$ cat src/rtl/bitmap_page_allocator_refcount_core_defines.svh
// Assertion macros for the page allocator core.
`ifndef BITMAP_PAGE_ALLOCATOR_REFCOUNT_CORE_DEFINES_SVH
`define BITMAP_PAGE_ALLOCATOR_REFCOUNT_CORE_DEFINES_SVH
`ifndef SYNTH
`define BPA_ASSERT(lbl, cond) \
	lbl: assert property (@(posedge clk) disable iff (!arst_n) (cond)) \
		else $error("page allocator check failed");
`define BPA_ASSERT_NEXT(lbl, ante, cons) \
	lbl: assert property (@(posedge clk) disable iff (!arst_n) (ante) |=> (cons)) \
		else $error("page allocator sequence check failed");
`else
`define BPA_ASSERT(lbl, cond)
`define BPA_ASSERT_NEXT(lbl, ante, cons)
`endif
`endif

$ cat src/rtl/bpa_pkg.sv
// ----------------------------------------------------------------------------
// bpa_pkg
// Shared types, codes and defaults of the page allocator core.
// ----------------------------------------------------------------------------
`timescale 1ns / 1ps
package bpa_pkg;
	localparam int DEF_NUM_PAGES = 32768;
	localparam int DEF_REF_WIDTH = 32;
	localparam int DEF_MAX_RUN   = 16;
	localparam int DEF_MAX_ALIGN = 64;

	localparam logic [15:0] RST_TOTAL_PAGES = 16'd32768;
	localparam logic [15:0] RST_FIRST_ALLOC = 16'd0;

	// register select on paddr[2]
	localparam logic REG_TOTAL = 1'b0;
	localparam logic REG_FIRST = 1'b1;

	localparam logic [2:0] CMD_ALLOC     = 3'd0;
	localparam logic [2:0] CMD_FREE      = 3'd1;
	localparam logic [2:0] CMD_INCREF    = 3'd2;
	localparam logic [2:0] CMD_DECREF    = 3'd3;
	localparam logic [2:0] CMD_QUERY     = 3'd4;
	localparam logic [2:0] CMD_MARK_FREE = 3'd5;
	localparam logic [2:0] CMD_MARK_USED = 3'd6;

	localparam logic [2:0] STS_OK      = 3'd0;
	localparam logic [2:0] STS_IGNORED = 3'd1;
	localparam logic [2:0] STS_BADARG  = 3'd2;
	localparam logic [2:0] STS_NOMEM   = 3'd3;
	localparam logic [2:0] STS_DEMOTED = 3'd4;
	localparam logic [2:0] STS_SATUR   = 3'd5;
	localparam logic [2:0] STS_PINNED  = 3'd6;

	typedef struct packed {
		logic [15:0] page_limit;
		logic [15:0] first_alloc_page;
	} cfg_t;

	typedef enum logic [2:0] {
		S_CLEAR,
		S_IDLE,
		S_CHK,
		S_EVAL,
		S_WR,
		S_RMW,
		S_DONE
	} state_t;
endpackage

$ cat src/rtl/bpa_cfg.sv
// ----------------------------------------------------------------------------
// bpa_cfg
// APB register file: managed page count and first allocatable page.
// ----------------------------------------------------------------------------
`timescale 1ns / 1ps
module bpa_cfg import bpa_pkg::*; (
	input  logic        clk,
	input  logic        arst_n,
	input  logic        psel,
	input  logic        penable,
	input  logic        pwrite,
	input  logic [2:0]  paddr,
	input  logic [31:0] pwdata,
	output logic [31:0] prdata,
	output logic        pready,
	output cfg_t        cfg
);
	cfg_t cfg_q;
	logic wr_en;

	assign wr_en  = psel && penable && pwrite;
	assign pready = 1'b1;
	assign cfg    = cfg_q;

	always_ff @(posedge clk or negedge arst_n) begin
		if (!arst_n) begin
			cfg_q.page_limit       <= RST_TOTAL_PAGES;
			cfg_q.first_alloc_page <= RST_FIRST_ALLOC;
		end else if (wr_en) begin
			case (paddr[2])
				REG_TOTAL: cfg_q.page_limit       <= pwdata[15:0];
				REG_FIRST: cfg_q.first_alloc_page <= pwdata[15:0];
				default: ;
			endcase
		end
	end

	always_comb begin
		case (paddr[2])
			REG_TOTAL: prdata = {16'd0, cfg_q.page_limit};
			REG_FIRST: prdata = {16'd0, cfg_q.first_alloc_page};
			default:   prdata = 32'd0;
		endcase
	end
endmodule

$ cat config.mk
export PLATFORM = sky130hd
export DESIGN_NAME = bpa_cfg
export DESIGN_NICKNAME = d
export VERILOG_FILES = /design/src/rtl/bitmap_page_allocator_refcount_core_defines.svh /design/src/rtl/bpa_pkg.sv /design/src/rtl/bpa_cfg.sv
export SDC_FILE = /design/constraint.sdc
export NUM_CORES = 1
export LEC_CHECK = 0
export ABC_AREA = 0
export BUFFER_PORTS_ARGS = -buffer_cell sky130_fd_sc_hd__buf_2
export CORE_UTILIZATION = 38
export DETAILED_ROUTE_END_ITERATION = 8
export MAX_ROUTING_LAYER = met4
export PLACE_DENSITY_LB_ADDON = 0.3
export SKIP_LAST_GASP = 1
export SYNTH_ARGS = -nofsm -noshare
export SYNTH_HDL_FRONTEND = slang
export SYNTH_SLANG_ARGS = --single-unit
$ cat constraint.sdc
create_clock -name clk -period 0.9 [get_ports clk]
set_input_delay 0.135 -clock clk [delete_from_list [all_inputs] [get_ports clk]]
set_output_delay 0.135 -clock clk [all_outputs]
set_load 0.03 [all_outputs]
==> reports/qor.csv <==
metric;value;unit
status;finished, violations left;
failing checks;setup timing;
CTS Buffer Depth;2;
Layout Area Growth over Synthesis;87.48;%
vias in the first global route;1348;
final worst-path cycle share;138.9;%
Post-Syn Area;0.001599;mm2
crit path cell chain;mux2_4 > buf_6;
Largest register FFs;32;
Max Freq;799.8;MHz
FP Rows;23;
CP max stage delay;0.42;ns
clk slew on worst S/H paths;0.07;ns
RSZ-0062 raised after global routing;yes;
antenna-violating nets left;0;
Slew Limit Fails;0;
Remaining DRCs;0;
DR vias;1292;
P per Cell Area;2476;mW/mm2
Fill cells;290;
Comb power frac;57.5;%
final hold violation count;0;
crit-path max FO;2;
diode count;0;
#FFs+latches synth;32;
CTS tree;yes;
worst path arrival time;1.12;ns
vias per cell;4.614;
Root Driver;clkbuf_8;
Skew-Pair Late Insertion Delay;0.28;ns
antenna violations before repair;0;
Synth cell types;10;
largest net degree at the start of global routing;33;
Post-synth ARST share;100.0;%
WS Path Type;reg2out;
CTS H-Tree Depth;2;
WHS;0.09544;ns
Yosys warnings;0;
share of Yosys cell area claimed by the top area cell type;48.51;%
Main synth FF type;dfrtp_1;
slowest CP cell;dfrtp_2;
layout cell share with drive strength beyond 1;80.43;%
Starting Density;39.69;%
Placement Setup Slack;-0.2429;ns
Setup Skew;0;ns
Synth area leaders;dfrtp_1 49%, mux2_2 27%, mux2_4 9.4%;
Clock power frac;15.4;%
Iter 0 DRT Violations;26;
switching pwr;2.684;mW
DRT Pass-1 Iters;2;
total CTS buffers;5;
Leak Pwr;1.574;nW
area leader, netlist;dfrtp_1;
total core area;0.004029;mm2
Synth top cells by count;38 x mux2_2, 31 x dfrtp_1, 17 x buf_4;
final std cell area, no fill;0.002998;mm2
Finished Core Util;74.41;%
Tmin final;1.250;ns
most common cell in the synthesized netlist;mux2_2;
crit end category;output port;
register area share after synthesis;50.16;%
Layout Nets;269;
WL final;4483;um
GPL Wtd Cong;0.7841;
Switching Share;36.16;%
Tot GR Track Use;20.60;%
Setup WS post-layout;-0.3503;ns
die height;66.87;um
Avg WL per Cell;16.01;um
Die X-Extent;66.87;um
max cap viols;0;
type of origin of the critical path;flip-flop;
port bufs;69;
placed cell areas;0.002275;mm2
Syn Inst Count;105;
critical path data required time;0.76;ns
die area;0.004472;mm2
Post-synth EDFFs;0;
Setup violations, final;61;
Hold Path Class;in2reg;
Flop pwr share;27.0;%
num ports;105;
HPWL after DPL;2658;um
internal power;4.738;mW
Worst VDD drop;0.001299;V
global-route wire length before repair;6472;um
mean area per synthesized cell;15.23;um2
total grt overflow;0;
Clock Sinks;32;
==> routing by layer <==
metal | global-route usage, % | up-vias | wire (um)
li1 | - | 580 | -
met1 | 22.41 | 642 | 1713
met2 | 36.11 | 59 | 2411
met3 | 6.164 | 11 | 264
met4 | 5.851 | 0 | 93
met5 | - | - | 0
==> per-stage QoR <==
stage | power (mW) | std cells | setup TNS, ns
2_1_floorplan | 3.838 | 120 | -3.879
3_3_place_gp | 4.801 | 252 | -8.188
3_5_place_dp | 4.862 | 252 | -8.666
4_1_cts | 7.110 | 271 | -11.05
5_1_grt | 7.745 | 280 | -13.42
6_report | 7.422 | 280 | -11.83
==> cell families (layout without fill, tap and decap cells) <==
group	count (synthesis)	count (layout)	synth area share (%)
buffers and inverters	21	131	10.41
other	2	17	0.4697
and+or+nand+nor	2	2	2.817
DFF	32	32	50.16
muxes	48	48	36.15
==> what timing repair did <==
item	in CTS	in global routing
resized for setup	127	28
setup buffers	15	20
endpoints found under the setup margin	50	61
hold buffers	1	0
endpoints found under the hold margin	31	0
==> cell usage in the layout (no fill, tap or decap) <==
cell type and n:
mux2_4 35, nand4b_4 1, dfrtp_2 6, clkbuf_8 6, clkbuf_1 2, conb_1 17, buf_6 85, dfstp_2 1
mux2_2 13, buf_12 5, dfrtp_1 25, nand4_4 1, dlygate4sd3_1 1, buf_2 21, buf_4 11
==> area by class of cell <==
| class | count | area [um2] | area share (%) |
|---|---|---|---|
| clock buffers | 8 | 90.09 | 3.005 |
| multi-input cells | 67 | 780.7 | 26.04 |
| flip-flops and latches | 32 | 809.5 | 27.00 |
| well taps | 50 | 62.56 | 2.087 |
| repair buffers | 123 | 1255 | 41.86 |
==> power by group through the flow <==
stage          sequential [mW]  combinational, mW  clock (mW)
2_1_floorplan             2.65               1.19           0
4_1_cts                   1.99               3.97        1.15
3_5_place_dp              1.98               2.88           0
5_1_grt                   2.04               4.48        1.23
3_3_place_gp              1.95               2.85           0
6_report                  2.01               4.27        1.15
==> final timing paths <==
check                                     from                  end  slack [ns]  cells past startpoint
max                        cfg[28]$_DFFE_PN0P_           prdata[12]       -0.35                      2
min                                  pwdata[4]  cfg[20]$_DFFE_PN0P_         0.1                      2
max reg2reg                cfg[21]$_DFFE_PN0P_  cfg[21]$_DFFE_PN0P_       -0.20                      4
min reg2reg                 cfg[3]$_DFFE_PN0P_   cfg[3]$_DFFE_PN0P_        0.62                      2
max in group asynchronous               arst_n  cfg[31]$_DFFE_PN1P_        0.32                      3
min in group asynchronous               arst_n   cfg[7]$_DFFE_PN0P_        0.33                      3
==> worst max-delay path, delay by kind of cell, from the launching register on <==
family / cells / cell delay, ns
flops: 1 / 0.42
mux: 1 / 0.28
buf+inv: 1 / 0.14
Note: power is estimated with default switching activity, not from simulation.
